<file path="config.mk">
export PLATFORM = sky130hd
export DESIGN_NAME = usmg_front
export DESIGN_NICKNAME = d
export VERILOG_FILES = /design/src/hdl/usmg_pkg.sv /design/src/hdl/usmg_front.sv
export SDC_FILE = /design/constraint.sdc
export NUM_CORES = 1
export LEC_CHECK = 0
export BUFFER_PORTS_ARGS = -buffer_cell sky130_fd_sc_hd__buf_2
export CORE_ASPECT_RATIO = 1.1
export CORE_MARGIN = 2
export CORE_UTILIZATION = 40
export DETAILED_ROUTE_END_ITERATION = 8
export PLACE_DENSITY = 0.64
export SLEW_MARGIN = 20
export SYNTH_ARGS = -nofsm -noshare
export SYNTH_HDL_FRONTEND = slang
export SYNTH_SLANG_ARGS = --single-unit
</file>
<file path="constraint.sdc">
create_clock -name i_clk -period 12.45 [get_ports i_clk]
set_input_delay 2.49 -clock i_clk [delete_from_list [all_inputs] [get_ports i_clk]]
set_output_delay 2.49 -clock i_clk [all_outputs]
set_load 0.1 [all_outputs]
</file>
<file path="src/hdl/usmg_pkg.sv">
// Package for the UV sphere mesh generator: sizes, codes, command type and the
// CORDIC arctangent table. No dependencies; every other file but usmg_checker imports it.
package usmg_pkg;

    localparam int MAX_RINGS     = 64;
    localparam int MAX_SLICES    = 64;
    localparam int ANGLE_BITS    = 16;
    localparam int CNT_W         = 7;
    localparam int IDX_W         = 13;
    localparam int POS_W         = 16;
    localparam int RAD_W         = 15;
    localparam int CFG_IDX_W     = 2;
    localparam int CORDIC_STEPS  = 28;
    localparam int CORDIC_X0     = 652032874;

    typedef enum logic [CFG_IDX_W-1:0] {
        CFG_RADIUS      = 2'd0,
        CFG_RING_COUNT  = 2'd1,
        CFG_SLICE_COUNT = 2'd2
    } t_cfg_index;

    typedef enum logic [2:0] {
        PH_TOP,
        PH_RING,
        PH_BOTTOM,
        PH_TOPFAN,
        PH_QUAD,
        PH_BOTFAN
    } t_phase;

    typedef enum logic [1:0] {
        CMD_POLE_TOP,
        CMD_POLE_BOTTOM,
        CMD_RING,
        CMD_TRI
    } t_cmd_kind;

    typedef enum logic [2:0] {
        BK_IDLE,
        BK_DIV,
        BK_ROT,
        BK_MUL1,
        BK_MUL2
    } t_bk_state;

    typedef struct packed {
        t_cmd_kind        kind;
        logic [CNT_W-1:0] ring_num;
        logic [CNT_W:0]   ring_den;
        logic [CNT_W-1:0] slc_num;
        logic [CNT_W-1:0] slc_den;
        logic [IDX_W-1:0] corner_a;
        logic [IDX_W-1:0] corner_b;
        logic [IDX_W-1:0] corner_c;
        logic             final_item;
    } t_cmd;

    function automatic logic [31:0] atan_turn(input logic [4:0] i);
        logic [31:0] v;
        case (i)
            5'd0:    v = 32'h20000000;
            5'd1:    v = 32'h12E4051E;
            5'd2:    v = 32'h09FB385B;
            5'd3:    v = 32'h051111D4;
            5'd4:    v = 32'h028B0D43;
            5'd5:    v = 32'h0145D7E1;
            5'd6:    v = 32'h00A2F61E;
            5'd7:    v = 32'h00517C55;
            5'd8:    v = 32'h0028BE53;
            5'd9:    v = 32'h00145F2F;
            5'd10:   v = 32'h000A2F98;
            5'd11:   v = 32'h000517CC;
            5'd12:   v = 32'h00028BE6;
            5'd13:   v = 32'h000145F3;
            5'd14:   v = 32'h0000A2FA;
            5'd15:   v = 32'h0000517D;
            5'd16:   v = 32'h000028BE;
            5'd17:   v = 32'h0000145F;
            5'd18:   v = 32'h00000A30;
            5'd19:   v = 32'h00000518;
            5'd20:   v = 32'h0000028C;
            5'd21:   v = 32'h00000146;
            5'd22:   v = 32'h000000A3;
            5'd23:   v = 32'h00000051;
            5'd24:   v = 32'h00000029;
            5'd25:   v = 32'h00000014;
            5'd26:   v = 32'h0000000A;
            5'd27:   v = 32'h00000005;
            default: v = 32'h00000000;
        endcase
        return v;
    endfunction

endpackage

</file>
<file path="src/hdl/usmg_front.sv">
// Mesh walker: tracks the walk position and turns each accepted transaction
// into a command for the back end. Depends on usmg_pkg.
module usmg_front (
    input  logic                    i_clk,
    input  logic                    i_rst_n,
    input  logic                    i_cfg_wr,
    input  logic                    i_accept,
    input  logic                    i_restart,
    input  logic [6:0]              i_ring_count,
    input  logic [6:0]              i_slice_count,
    output usmg_pkg::t_cmd          o_cmd
);
    import usmg_pkg::*;

    t_phase             r_phase, n_phase;
    logic [CNT_W-1:0]   r_ring, n_ring;
    logic [CNT_W-1:0]   r_slice, n_slice;
    logic               r_half, n_half;

    t_phase             cur_phase;
    logic [CNT_W-1:0]   cur_ring;
    logic [CNT_W-1:0]   cur_slice;
    logic               cur_half;
    logic [CNT_W-1:0]   eff_r;
    logic [CNT_W-1:0]   eff_s;
    logic [IDX_W-1:0]   k13, s13, r13, ring13, p13, c13, v13;
    logic               k_inner;

    always_comb begin
        eff_r = i_ring_count;
        if (i_ring_count < CNT_W'(1)) eff_r = CNT_W'(1);
        if (i_ring_count > CNT_W'(MAX_RINGS)) eff_r = CNT_W'(MAX_RINGS);
        eff_s = i_slice_count;
        if (i_slice_count < CNT_W'(3)) eff_s = CNT_W'(3);
        if (i_slice_count > CNT_W'(MAX_SLICES)) eff_s = CNT_W'(MAX_SLICES);
    end

    assign cur_phase = i_restart ? PH_TOP : r_phase;
    assign cur_ring  = i_restart ? '0 : r_ring;
    assign cur_slice = i_restart ? '0 : r_slice;
    assign cur_half  = i_restart ? 1'b0 : r_half;

    assign k13     = IDX_W'(cur_slice);
    assign s13     = IDX_W'(eff_s);
    assign r13     = IDX_W'(eff_r);
    assign ring13  = IDX_W'(cur_ring);
    assign p13     = IDX_W'(1) + IDX_W'(ring13 * s13);
    assign c13     = p13 + s13;
    assign v13     = IDX_W'(r13 * s13) + IDX_W'(2);
    assign k_inner = (k13 + IDX_W'(1)) < s13;

    always_comb begin
        n_phase = cur_phase;
        n_ring  = cur_ring;
        n_slice = cur_slice;
        n_half  = cur_half;
        unique case (cur_phase)
            PH_TOP: begin
                n_phase = PH_RING;
                n_ring  = '0;
                n_slice = '0;
                n_half  = 1'b0;
            end
            PH_RING: begin
                n_slice = cur_slice + CNT_W'(1);
                if (k13 + IDX_W'(1) >= s13) begin
                    n_slice = '0;
                    n_ring  = cur_ring + CNT_W'(1);
                    if (ring13 + IDX_W'(1) >= r13) begin
                        n_ring  = '0;
                        n_phase = PH_BOTTOM;
                    end
                end
            end
            PH_BOTTOM: n_phase = PH_TOPFAN;
            PH_TOPFAN: begin
                n_slice = cur_slice + CNT_W'(1);
                if (k13 + IDX_W'(1) >= s13) begin
                    n_slice = '0;
                    n_phase = (eff_r >= CNT_W'(2)) ? PH_QUAD : PH_BOTFAN;
                end
            end
            PH_QUAD: begin
                n_half = ~cur_half;
                if (cur_half) begin
                    n_slice = cur_slice + CNT_W'(1);
                    if (k13 + IDX_W'(1) >= s13) begin
                        n_slice = '0;
                        n_ring  = cur_ring + CNT_W'(1);
                        if (ring13 + IDX_W'(2) >= r13) begin
                            n_ring  = '0;
                            n_phase = PH_BOTFAN;
                        end
                    end
                end
            end
            PH_BOTFAN: begin
                if (k_inner) begin
                    n_slice = cur_slice + CNT_W'(1);
                end else begin
                    n_phase = PH_TOP;
                    n_ring  = '0;
                    n_slice = '0;
                    n_half  = 1'b0;
                end
            end
            default: n_phase = PH_TOP;
        endcase
    end

    always_comb begin
        o_cmd          = '0;
        o_cmd.kind     = CMD_TRI;
        o_cmd.ring_num = cur_ring + CNT_W'(1);
        o_cmd.ring_den = {eff_r, 1'b0} + (CNT_W+1)'(2);
        o_cmd.slc_num  = eff_s - cur_slice;
        o_cmd.slc_den  = eff_s;
        unique case (cur_phase)
            PH_TOP:    o_cmd.kind = CMD_POLE_TOP;
            PH_RING:   o_cmd.kind = CMD_RING;
            PH_BOTTOM: o_cmd.kind = CMD_POLE_BOTTOM;
            PH_TOPFAN: begin
                if (k_inner) begin
                    o_cmd.corner_a = k13 + IDX_W'(2);
                    o_cmd.corner_c = k13 + IDX_W'(1);
                end else begin
                    o_cmd.corner_a = IDX_W'(1);
                    o_cmd.corner_c = s13;
                end
            end
            PH_QUAD: begin
                if (k_inner) begin
                    if (!cur_half) begin
                        o_cmd.corner_a = p13 + k13;
                        o_cmd.corner_b = c13 + k13;
                        o_cmd.corner_c = p13 + k13 + IDX_W'(1);
                    end else begin
                        o_cmd.corner_a = c13 + k13 + IDX_W'(1);
                        o_cmd.corner_b = p13 + k13 + IDX_W'(1);
                        o_cmd.corner_c = c13 + k13;
                    end
                end else begin
                    if (!cur_half) begin
                        o_cmd.corner_a = p13;
                        o_cmd.corner_b = p13 + s13 - IDX_W'(1);
                        o_cmd.corner_c = c13 + s13 - IDX_W'(1);
                    end else begin
                        o_cmd.corner_a = c13;
                        o_cmd.corner_b = p13;
                        o_cmd.corner_c = c13 + s13 - IDX_W'(1);
                    end
                end
            end
            PH_BOTFAN: begin
                if (k_inner) begin
                    o_cmd.corner_a = v13 - s13 + k13 - IDX_W'(1);
                    o_cmd.corner_b = v13 - IDX_W'(1);
                    o_cmd.corner_c = v13 - s13 + k13;
                end else begin
                    o_cmd.corner_a = v13 - IDX_W'(1) - s13;
                    o_cmd.corner_b = v13 - IDX_W'(2);
                    o_cmd.corner_c = v13 - IDX_W'(1);
                    o_cmd.final_item = 1'b1;
                end
            end
            default: o_cmd.kind = CMD_POLE_TOP;
        endcase
    end

    always_ff @(posedge i_clk) begin
        if (!i_rst_n || i_cfg_wr) begin
            r_phase <= PH_TOP;
            r_ring  <= '0;
            r_slice <= '0;
            r_half  <= 1'b0;
        end else if (i_accept) begin
            r_phase <= n_phase;
            r_ring  <= n_ring;
            r_slice <= n_slice;
            r_half  <= n_half;
        end
    end

endmodule

</file>
======== Yosys cells after proc, flatten, opt, wreduce, memory -nomap -nowiden ========
Cells that the tools add are included.
word-level totals
  bits in registers ....................... 18
  input bits .............................. 19
  output and inout port bits .............. 71
operators by class
  add/subtract/negate cells ............... 24
  multiply operators ...................... 2
  $lt $le $gt $ge ......................... 9
  eq/ne operators ......................... 5
  muxes and demuxes ....................... 42
  bitwise logic cells ..................... 1
  reductions and logical operators ........ 5
operators by type and width
  cell                   number
  $mux 39                4
  $mux 7                 15
  $pmux 13 s3            2
  $add 13x7->13          5
  $pmux 7 s4             2
  $sub 13x1->13 const B  4
  $add 13x1->13 const B  2
  $mul 7x7->13           2
  $pmux 13 s2            1
  $sub 13x7->13          2
  $mux 3                 8
  $pmux 3 s6             1
  $add 7x1->8 const B    2
  $add 7x2->8 const B    2
  $ge 8x7->1             2
  $mux 8                 2
  $add 7x1->7 const B    2
  $gt 7x7->1 const B     2
  $add 1x13->13 const A  1
  $add 13x2->13 const B  1
  $ge 13x7->1            1
  $lt 13x7->1            1
  $sub 13x2->13 const B  1
  $add 8x2->8 const B    1
  16 further kinds       22

======== Longest topological paths before layout ========
Gate-level depths: netlist of run 1.
  depth after elaboration ................. 11
  gate-level depth with buffers ........... 34
  depth with buffers taken out ............ 30

======== Worst setup path before layout of run 1 ========
No wires, ideal clock.
  kind .................................... input to output
  start ................................... input port i_slice_count[6]
  end ..................................... output port o_cmd[10] in the netlist's numbering
  arrival ................................. 12.145 ns
  slack ................................... -2.185 ns
  stages .................................. 28
  path buffers ............................ 2
  path through ............................ inv_1 -> clkbuf_1 -> nand2_1 -> clkinv_1 -> nand2_1 -> fa_1 -> fa_1 -> inv_1 -> fa_1 -> inv_1 -> fa_1 -> inv_1 -> ha_1 -> xnor2_1 -> ha_1 -> or3_1 -> and2_1 -> clkbuf_1 -> ha_1 -> or3_1 -> o22a_1 -> o31a_1 -> and2_1 -> xor2_1 -> xnor2_1 -> a21oi_1 -> a221oi_1 -> a311oi_1
RTL lines
  element          line              source
  start, declared  usmg_front.sv:10  input logic [6:0] i_slice_count,
  end, declared    usmg_front.sv:11  output usmg_pkg::t_cmd o_cmd

==> results of run 1 <==
[how the worst max path moves through the flow]
| stage | to | slack (ns) | cells after the start |
|---|---|---|---|
| 2_1_floorplan | o_cmd[38] | 0.008 | 29 |
| 5_1_grt | o_cmd[13] | -0.01 | 29 |
| 4_1_cts | o_cmd[36] | 0.03 | 29 |
| 3_5_place_dp | o_cmd[36] | -0.04 | 29 |
| 6_report | o_cmd[38] | 0.27 | 29 |
| 3_3_place_gp | o_cmd[39] | 0.19 | 29 |
[layout make-up]
cell class	count	area, um^2	area share
flip-flops and latches	18	362	0.0255
clock buffers	4	88.8	0.00627
multi-input cells	1456	11400	0.802
inverters	161	618	0.0436
repair buffers	153	1220	0.0859
well taps	414	518	0.0366
diodes	1	2.50	0.000177
[metrics by stage]
step / TNS (ns) / total power, mW
after floorplan: 0 / 0.531
after global placement: 0 / 0.673
after detailed placement: -0.0415 / 0.681
after CTS: 0 / 0.761
after global routing: -0.00992 / 0.861
final: 0 / 0.796
[placed cells by master, fill, tap and decap left out, types with 12 or more instances in the layout]
master	count
a211oi_1	32
a21o_1	15
a21oi_1	108
a31oi_1	13
and3_1	14
buf_12	19
buf_2	69
buf_4	64
dfxtp_1	17
fa_1	60
ha_1	174
inv_1	154
nand2_1	150
nand2b_1	26
nand3_1	43
nand4_1	16
nor2_1	192
nor2b_1	27
nor3_1	37
nor3b_1	12
o211ai_1	17
o21a_1	15
o21ai_0	85
or3_1	13
xnor2_1	114
xor2_1	43
[worst reg2reg max path, delay by kind of cell (launching register included)]
| kind | cells | cell delay, ns |
|---|---|---|
| buffers and inverters | 2 | 0.70 |
| xor gates and xnor gates | 1 | 0.38 |
| and+or+nand+nor | 6 | 1.74 |
| AOI/OAI and AO/OA | 2 | 0.82 |
| DFF | 1 | 0.47 |
| adders and majority gates | 1 | 0.32 |
[metal layers]
| layer | vias up | global-route usage | share of wire | wire length [um] |
|---|---|---|---|---|
| li1 | 6181 | - | - | - |
| met1 | 6172 | 0.364 | 0.42 | 18800 |
| met2 | 497 | 0.457 | 0.47 | 20700 |
| met3 | 90 | 0.0246 | 0.067 | 2980 |
| met4 | 0 | 0.0950 | 0.043 | 1920 |
| met5 | - | 0 | 0 | 0 |
[sequential cells by signal (all words and copies together) (netlist names)]
signal   cells
r_slice      7
r_half       1
r_ring       7
r_phase      3
[power by group through the flow]
stage | Sequential [mW] | Clock (mW) | Combinational [mW]
final | 0.0589 | 0.0746 | 0.662
after global routing | 0.0589 | 0.0785 | 0.723
after CTS | 0.0588 | 0.0746 | 0.627
after detailed placement | 0.0601 | 0 | 0.621
after global placement | 0.0601 | 0 | 0.613
after floorplan | 0.0595 | 0 | 0.471
[cells by family (layout without fill, tap and decap cells)]
family                     Yosys count  count (layout)
other                                2               3
DFF                                 18              18
AOI/OAI and AO/OA                  427             427
adders and majority gates          236             236
and+or+nand+nor                    605             605
buffers and inverters              239             318
xor gates and xnor gates           168             168
muxes                               18              18
[repair_timing]
action	CTS	global route
pin swaps	0	10
buffers inserted	0	5
setup endpoints to repair	1	12
resized for setup	2	26
==> reports/summary.txt, run 1 <==
drt pass-1 iters - 5
Worst VDD drop - 45.3 uV
Vias - 12900
Clock power frac - 0.094
crit-path most repeated cell - fa_1
Worst R2R End - r_slice[1]$_SDFFE_PP0P_
Remaining DRCs - 0
xor and xnor area share after synthesis - 0.122
Post-synth ARST share - 0
setup ws final - 0.272 ns
Port-buffer cells - 88
Adder-Cell Fraction of Synth Area - 0.275
Synth top area share - 0.178
Worst-Skew Late Latency - 0.25 ns
Post-DP Area - 13900 um^2
r2r setup slk - 7.95 ns
largest family of logic cells by synthesized area - adder cells
Post-synth EDFFs - 0
hold-fix buffers at CTS - 0
Net Count, Synth - 1968
minimum clock period - 12.18 ns
vias in the first global route - 12600
Yosys cell types - 108
CTS root buf - clkbuf_16
Cell Area, Synth - 12400 um^2
most frequent cell after synthesis - nor2_1
Routed Antenna Nets - 0
Critical Path End Type - output pin
Seq pwr share - 0.074
Max-slew headroom - 0.365
Max Clock Skew - 0.00228 ns
Sw Share - 0.555
antenna violations before repair - 1
Crit Path Max Fanout - 6
WS Path Type - in2out
net switching power - 0.442 mW
Ys Warns - 0
Critical Path AT - 9.69 ns
synthesis-to-finish area growth - 14.4%
slew of the pin with the lowest slew margin - 0.945 ns
CTS tree - yes
total track usage - 0.272
Die Wd - 172 um
CP delay by family, top - adder cells
final core utilization - 0.464
simple-gate portion of the synthesized area - 0.238
leading area contributor after synthesis - ha_1
via/cell ratio - 5.86
clk sink count - 18
Core ar. - 30500 um^2
grt ovf - 0
fin cells - 2207
logic gate share of total power - 0.832
I/O pin count - 90
mux contribution to synthesized area - 0.0197
power per cell area - 56.2 nW/um^2
# fillers - 3164
R2R cell count - 12
H-tree depth - 1
CP max stage cell - fa_1
clk slew on worst S/H paths - 0.06 ns
Hold Crit Class - reg2reg
DP Cell Count - 2197
average cell area after synthesis - 7.23 um^2
DIE HEIGHT - 189 um
Fmax - 82.1 MHz
RR Startpoint - r_slice[3]$_SDFFE_PP0P_
register area share after synthesis - 0.0291
synth top area cells - ha_1, fa_1, xnor2_1
Hold Path Origin - r_ring[6]$_SDFFE_PP0P_
starting density of the core - 0.406
max cap viols - 0
max-slew violation count - 0
clock buffer depth - 2
Min-Delay Endpoint - r_ring[6]$_SDFFE_PP0P_
TritonCTS Buffers - 3
initial DRC count - 1153
DRT Wirelength - 44300 um
# rows - 67
Hold Path Depth - 2
Worst Hold Slack - 0.486 ns
Internal - 0.354 mW
RePlAce Congestion - 0.948
share of cells above drive strength 1 - 0.147
outcome - finished, final reports clean
startpoint types - input port
wire length of the first global-routing pass - 69500 um
DIE AREA - 32400 um^2
Crit path buffers/inverters - 4
period utilization - 0.978
top_reg_cell synth - dfxtp_1
design area - 14200 um^2
Compound-Gate Fraction of Synth Area - 0.234
P_leak - 6.42 nW
count of nets after finishing - 2048
largest net degree at the start of global routing - 58
Final setup viols - 0
Syn Inst Count - 1713
WL per Instance - 20.1 um
pre-CTS setup slack - -0.0415 ns
crit-path max cell delay - 0.55 ns
CP startpoint - i_slice_count[3]
DPL Wire Length - 35900 um
FF+latch count, synth - 18
CP Data Required Time - 9.96 ns
Synth top cells by count - nor2_1, ha_1, inv_1, nand2_1, xnor2_1
final hold vios - 0
No activity file was read; power rests on OpenSTA's default activity.
==> run 2, diff against run 1 <==
--- a/config.mk
+++ b/config.mk
@@ -5,12 +5,11 @@
 export SDC_FILE = /design/constraint.sdc
 export NUM_CORES = 1
 export LEC_CHECK = 0
-export BUFFER_PORTS_ARGS = -buffer_cell sky130_fd_sc_hd__buf_2
+export BUFFER_PORTS_ARGS = -buffer_cell sky130_fd_sc_hd__buf_4
 export CORE_ASPECT_RATIO = 1.1
 export CORE_MARGIN = 2
 export CORE_UTILIZATION = 40
 export DETAILED_ROUTE_END_ITERATION = 8
-export PLACE_DENSITY = 0.64
 export SLEW_MARGIN = 20
 export SYNTH_ARGS = -nofsm -noshare
 export SYNTH_HDL_FRONTEND = slang
==> run 2 against run 1 <==
  * Via count fell by 0.90%
  * First-iteration DRC count fell by 11%
  * Clock power rose by 3.2%
  * Die area did not move
  * Critical endpoint is now o_cmd[37]
==> reports/summary.txt, run 2 (same netlist as run 1, synthesis figures left out) <==
DPL Wire Length - 36000 um (was 35900 um)
initial DRC count - 1027 (was 1153)
wire length of the first global-routing pass - 69900 um (was 69500 um)
CP delay by family, top - adder cells (unchanged)
multi-input logic area - 11400 um^2 (about the same)
max-slew violation count - 0 (unchanged)
starting density of the core - 0.406 (unchanged)
most frequent cells in the layout - nor2_1, ha_1, inv_1 (unchanged)
CTS tree - yes (unchanged)
Hold Crit Class - reg2reg (unchanged)
startpoint types - input port (unchanged)
Internal - 0.350 mW (was 0.354 mW)
WS Path Type - in2out (unchanged)
share of cells above drive strength 1 - 0.149 (was 0.147)
Largest regs - r_ring: 7 flops, r_slice: 7 flops, r_phase: 3 flops (unchanged)
logic gate share of total power - 0.826 (was 0.832)
Seq pwr share - 0.075 (was 0.074)
slew of the pin with the lowest slew margin - 0.959 ns (was 0.945 ns)
Worst VDD drop - 37.4 uV (was 45.3 uV)
setup ws final - 0.297 ns (was 0.272 ns)
H-tree depth - 1 (unchanged)
TritonCTS Buffers - 3 (unchanged)
I/O pin count - 90 (unchanged)
max cap viols - 0 (unchanged)
DRT Wirelength - 44300 um (about the same)
Crit path buffers/inverters - 4 (unchanged)
Max Clock Skew - 0.00331 ns (was 0.00228 ns)
Die Wd - 172 um (unchanged)
total track usage - 0.274 (was 0.272)
Hold Path Origin - r_ring[6]$_SDFFE_PP0P_ (unchanged)
antenna violations before repair - 0 (was 1)
Post-DP Area - 13900 um^2 (about the same)
period utilization - 0.976 (was 0.978)
Vias - 12800 (was 12900)
Critical Path End Type - output pin (unchanged)
DIE AREA - 32400 um^2 (unchanged)
via/cell ratio - 5.80 (was 5.86)
Fmax - 82.3 MHz (was 82.1 MHz)
outcome - finished, final reports clean (unchanged)
count of nets after finishing - 2052 (was 2048)
grt ovf - 0 (unchanged)
P_leak - 6.41 nW (was 6.42 nW)
Final setup viols - 0 (unchanged)
WL per Instance - 20.1 um (about the same)
final hold vios - 0 (unchanged)
Crit Path Max Fanout - 6 (unchanged)
design area - 14200 um^2 (about the same)
Port-buffer cells - 88 (unchanged)
FF/Latch Area - 362 um^2 (unchanged)
Worst-Skew Late Latency - 0.26 ns (was 0.25 ns)
synthesis-to-finish area growth - 14.4% (about the same)
Max-slew headroom - 0.359 (was 0.365)
clk sink count - 18 (unchanged)
commonest non-fill, non-tap cell in the layout - nor2_1 (unchanged)
CTS root buf - clkbuf_16 (unchanged)
DIE HEIGHT - 189 um (unchanged)
Remaining DRCs - 0 (unchanged)
RePlAce Congestion - 0.952 (was 0.948)
clk slew on worst S/H paths - 0.06 ns (about the same)
# fillers - 3154 (was 3164)
RSZ-0062 raised after global routing - yes
largest net degree at the start of global routing - 57 (was 58)
power per cell area - 55.4 nW/um^2 (was 56.2 nW/um^2)
Critical Path AT - 9.66 ns (was 9.69 ns)
minimum clock period - 12.15 ns (was 12.18 ns)
drt pass-1 iters - 7 (was 5)
Sw Share - 0.555 (about the same)
pre-CTS setup slack - 0.0701 ns (was -0.0415 ns)
Core ar. - 30500 um^2 (unchanged)
CP startpoint - i_slice_count[3] (unchanged)
crit-path most repeated cell - fa_1 (unchanged)
ANT cells - 0 (was 1)
Clock power frac - 0.098 (was 0.094)
CP max stage cell - fa_1 (unchanged)
vias in the first global route - 12400 (was 12600)
RR Startpoint - r_slice[1]$_SDFFE_PP0P_ (was r_slice[3]$_SDFFE_PP0P_)
crit-path max cell delay - 0.55 ns (about the same)
net switching power - 0.436 mW (was 0.442 mW)
Routed Antenna Nets - 0 (unchanged)
CP Data Required Time - 9.96 ns (about the same)
clock buffer depth - 2 (unchanged)
# rows - 67 (unchanged)
==> run 2: cell types whose count changed in the layout (fill, tap and decap cells not counted), moves of 2 or more <==
| cell | previous run | this run |
|---|---|---|
| nand2_2 | 3 | 5 |
| buf_4 | 64 | 151 |
| nor2b_2 | 3 | 1 |
| buf_6 | 1 | 3 |
| nor2b_1 | 27 | 29 |
| o21ai_1 | 4 | 6 |
| buf_2 | 69 | 0 |
| buf_12 | 19 | 3 |
| nand2b_2 | 3 | 1 |
| nand2_1 | 150 | 148 |
| nand2b_1 | 26 | 28 |
==> run 2: worst register-to-register path: stages, from the launching register on <==
cell	delay, ns
dfxtp_1	0.43
nor2b_1	0.20
buf_4	0.23
ha_1	0.28
nand3_1	0.13
xnor2_1	0.39
ha_1	0.32
a211oi_1	0.76
and2_2	0.94
buf_12	0.30
nand2_1	0.16
a32o_1	0.30
a21oi_1	0.15
nor2_1	0.05
==> run 2: final cells by class <==
class	count	area share
flip-flops and latches	18	0.0255
well taps	414	0.0365
clock buffers	4	0.00627
repair buffers	157	0.0866
multi-input cells	1456	0.802
inverters	161	0.0433
==> run 2: path summary, 6_finish.rpt <==
path | end | slack (ns) | cells after the start
worst max-delay path | o_cmd[37] | 0.30 | 29
worst min-delay path | r_ring[6]$_SDFFE_PP0P_ | 0.49 | 2
worst max register to register | r_phase[2]$_SDFFE_PP0P_ | 7.71 | 13
worst min register to register | r_ring[6]$_SDFFE_PP0P_ | 0.49 | 2
==> run 2: routing by layer <==
metal	GRT usage	wire, um	vias up
met4	0.0591	1050	0
met1	0.375	19700	6132
met5	0	0	-
li1	-	-	6181
met2	0.466	21000	454
met3	0.0239	2610	56
==> run 2: per-stage QoR <==
step                power [mW]  hold WS [ns]  cells  utilization  setup TNS (ns)
global placement         0.676         0.469   2205        0.456               0
floorplan                0.531         0.445   1713            -               0
finish                   0.785         0.492   2210        0.465               0
CTS                      0.762         0.480   2209        0.459               0
detailed placement       0.681         0.466   2205        0.456               0
global route             0.850         0.524   2210        0.465          -0.155
==> run 2: repair_timing <==
| item | in CTS | in global routing |
|---|---|---|
| hold endpoints to repair | 0 | 0 |
| endpoints found under the setup margin | 0 | 11 |
| hold buffers | 0 | 0 |
| gates resized for setup | 0 | 37 |
| buffers inserted | 0 | 1 |
==> run 2: power by group through the flow <==
| stage | sequential [mW] | clock, mW | combinational, mW |
|---|---|---|---|
| floorplan | 0.0595 | 0 | 0.471 |
| global placement | 0.0605 | 0 | 0.616 |
| CTS | 0.0592 | 0.0766 | 0.627 |
| finish | 0.0593 | 0.0770 | 0.649 |
| global route | 0.0593 | 0.0793 | 0.711 |
| detailed placement | 0.0605 | 0 | 0.620 |
==> run 3, diff against run 2 <==
--- a/config.mk
+++ b/config.mk
@@ -8,7 +8,7 @@
 export BUFFER_PORTS_ARGS = -buffer_cell sky130_fd_sc_hd__buf_4
 export CORE_ASPECT_RATIO = 1.1
 export CORE_MARGIN = 2
-export CORE_UTILIZATION = 40
+export CORE_UTILIZATION = 36
 export DETAILED_ROUTE_END_ITERATION = 8
 export SLEW_MARGIN = 20
 export SYNTH_ARGS = -nofsm -noshare
==> run 3 against run 2 <==
  * Clock power shrank 14%
  * Largest power group unchanged
  * Worst setup slack lost 0.0080 ns
  * Clock skew grew 0.0010 ns
  * Non-clock buffer count grew 5
  * Flip-flop and latch count is the same
  * Highest routed layer is now met5
  * Critical endpoint unchanged
  * Global-route usage shrank 3.0 points
  * Clock-buffer cell count shrank 1
  * Sequential power is essentially flat
  * Final cell count grew 1.3%
  * Largest cell class unchanged
==> reports/summary.txt, run 3 (same netlist as run 1, synthesis figures left out) <==
max cap viols - 0 (unchanged)
Worst VDD drop - 38.7 uV (was 37.4 uV)
setup ws final - 0.289 ns (was 0.297 ns)
Die Wd - 181 um (was 172 um)
Crit path buffers/inverters - 5 (was 4)
Largest regs - r_ring: 7 flops, r_slice: 7 flops, r_phase: 3 flops (unchanged)
grt ovf - 0 (unchanged)
Routed Antenna Nets - 0 (unchanged)
RR Startpoint - r_slice[6]$_SDFFE_PP0P_ (was r_slice[1]$_SDFFE_PP0P_)
met3 WL - 2880 um (was 2610 um)
share of cells above drive strength 1 - 0.150 (was 0.149)
crit-path max cell delay - 0.55 ns (about the same)
# rows - 71 (was 67)
slew of the pin with the lowest slew margin - 1.20 ns (was 0.959 ns)
max-slew violation count - 0 (unchanged)
R2R cell count - 9 (was 13)
multi-input logic area - 11400 um^2 (about the same)
DIE AREA - 35900 um^2 (was 32400 um^2)
most frequent cells in the layout - nor2_1, ha_1, buf_4 (was nor2_1, ha_1, inv_1)
Hold Path Depth - 2 (unchanged)
drt pass-1 iters - 7 (unchanged)
Vias - 12900 (was 12800)
P_leak - 6.43 nW (was 6.41 nW)
Hold Path Origin - r_ring[6]$_SDFFE_PP0P_ (unchanged)
post-route met1 wirelength - 18500 um (was 19700 um)
wire length of the first global-routing pass - 69500 um (was 69900 um)
total track usage - 0.243 (was 0.274)
CP Data Required Time - 9.96 ns (about the same)
starting density of the core - 0.364 (was 0.406)
vias in the first global route - 12500 (was 12400)
WS Path Type - in2out (unchanged)
Critical Path End Type - output pin (unchanged)
DRT Wirelength - 44400 um (was 44300 um)
Worst R2R End - r_phase[2]$_SDFFE_PP0P_ (unchanged)
I/O pin count - 90 (unchanged)
power per cell area - 54.1 nW/um^2 (was 55.4 nW/um^2)
CTS root buf - clkbuf_16 (unchanged)
Worst Hold Slack - 0.486 ns (was 0.492 ns)
final hold vios - 0 (unchanged)
DPL Wire Length - 36400 um (was 36000 um)
Routed met2 length - 21000 um (about the same)
Critical Path AT - 9.67 ns (was 9.66 ns)
DIE HEIGHT - 199 um (was 189 um)
TritonCTS Buffers - 3 (unchanged)
# fillers - 3552 (was 3154)
r2r setup slk - 7.76 ns (was 7.71 ns)
design area - 14200 um^2 (about the same)
clk sink count - 18 (unchanged)
startpoint types - input port (unchanged)
Final setup viols - 0 (unchanged)
pre-CTS setup slack - 0.102 ns (was 0.0701 ns)
antenna violations before repair - 1 (was 0)
CP max stage cell - fa_1 (unchanged)
clock buffer depth - 2 (unchanged)
outcome - finished, final reports clean (unchanged)
WL per Instance - 19.8 um (was 20.1 um)
H-tree depth - 1 (unchanged)
largest net degree at the start of global routing - 58 (was 57)
Setup TNS - 0 ns (unchanged)
initial DRC count - 1008 (was 1027)
FF/Latch Area - 362 um^2 (unchanged)
Fmax - 82.2 MHz (was 82.3 MHz)
Remaining DRCs - 0 (unchanged)
Max Clock Skew - 0.00432 ns (was 0.00331 ns)
via/cell ratio - 5.77 (was 5.80)
Min-Delay Endpoint - r_ring[6]$_SDFFE_PP0P_ (unchanged)
Hold Crit Class - reg2reg (unchanged)
CTS tree - yes (unchanged)
ANT cells - 0 (unchanged)
Worst-Skew Late Latency - 0.25 ns (was 0.26 ns)
fin cells - 2238 (was 2210)
Crit Path Max Fanout - 6 (unchanged)
Max-slew headroom - 0.201 (was 0.359)
hold-fix buffers at CTS - 0 (unchanged)
top sig layer - met5 (was met4)
clk slew on worst S/H paths - 0.06 ns (about the same)
Core ar. - 34000 um^2 (was 30500 um^2)
count of nets after finishing - 2057 (was 2052)
Post-DP Area - 13900 um^2 (about the same)
period utilization - 0.977 (was 0.976)
minimum clock period - 12.16 ns (was 12.15 ns)
CP delay by family, top - adder cells (unchanged)
commonest non-fill, non-tap cell in the layout - nor2_1 (unchanged)
synthesis-to-finish area growth - 14.7% (was 14.4%)
DP Cell Count - 2227 (was 2205)
RePlAce Congestion - 0.940 (was 0.952)
Port-buffer cells - 88 (unchanged)
run 3: cell type report:
type,count,share of cell area
Inverter,161,0.0435
Sequential cell,18,0.0254
Timing Repair Buffer,162,0.0884
Tap cell,438,0.0385
Clock buffer,3,0.00528
Multi-Input combinational cell,1456,0.799
run 3: power breakdown:
part / internal, mW / total, mW / switching, mW
combinational: 0.241 / 0.644 / 0.403
sequential: 0.0580 / 0.0592 / 0.00113
clock: 0.0424 / 0.0666 / 0.0243
run 3: what timing repair did:
action,in CTS,in global routing
setup buffers,0,8
setup endpoints to repair,0,10
hold endpoints to repair,0,0
resized for setup,0,34
run 3: through the flow:
stage | utilization | total power, mW
final | 0.418 | 0.770
after global routing | 0.418 | 0.833
after CTS | 0.411 | 0.752
after detailed placement | 0.409 | 0.680
after global placement | 0.409 | 0.673
after floorplan | - | 0.531
run 3: worst max-delay path by stage:
stage                      from        end  slack [ns]  cells past startpoint
6_report       i_slice_count[3]  o_cmd[37]        0.29                     30
5_1_grt        i_slice_count[3]  o_cmd[35]       -0.01                     29
4_1_cts        i_slice_count[3]  o_cmd[36]        0.07                     29
3_5_place_dp   i_slice_count[3]  o_cmd[36]        0.10                     29
3_3_place_gp   i_slice_count[3]  o_cmd[36]        0.20                     29
2_1_floorplan         i_restart  o_cmd[38]       0.008                     29
run 3: metal layers:
| layer | track usage | vias to the layer above |
|---|---|---|
| met2 | 0.421 | 497 |
| met3 | 0.0212 | 91 |
| met5 | 0 | - |
| met4 | 0.104 | 2 |
| met1 | 0.310 | 6124 |
| li1 | - | 6192 |
run 3: tightest hold or removal path, stage by stage (launching register included):
cell	delay [ns]
dfxtp_1	0.32
nand2_1	0.06
a21oi_1	0.06
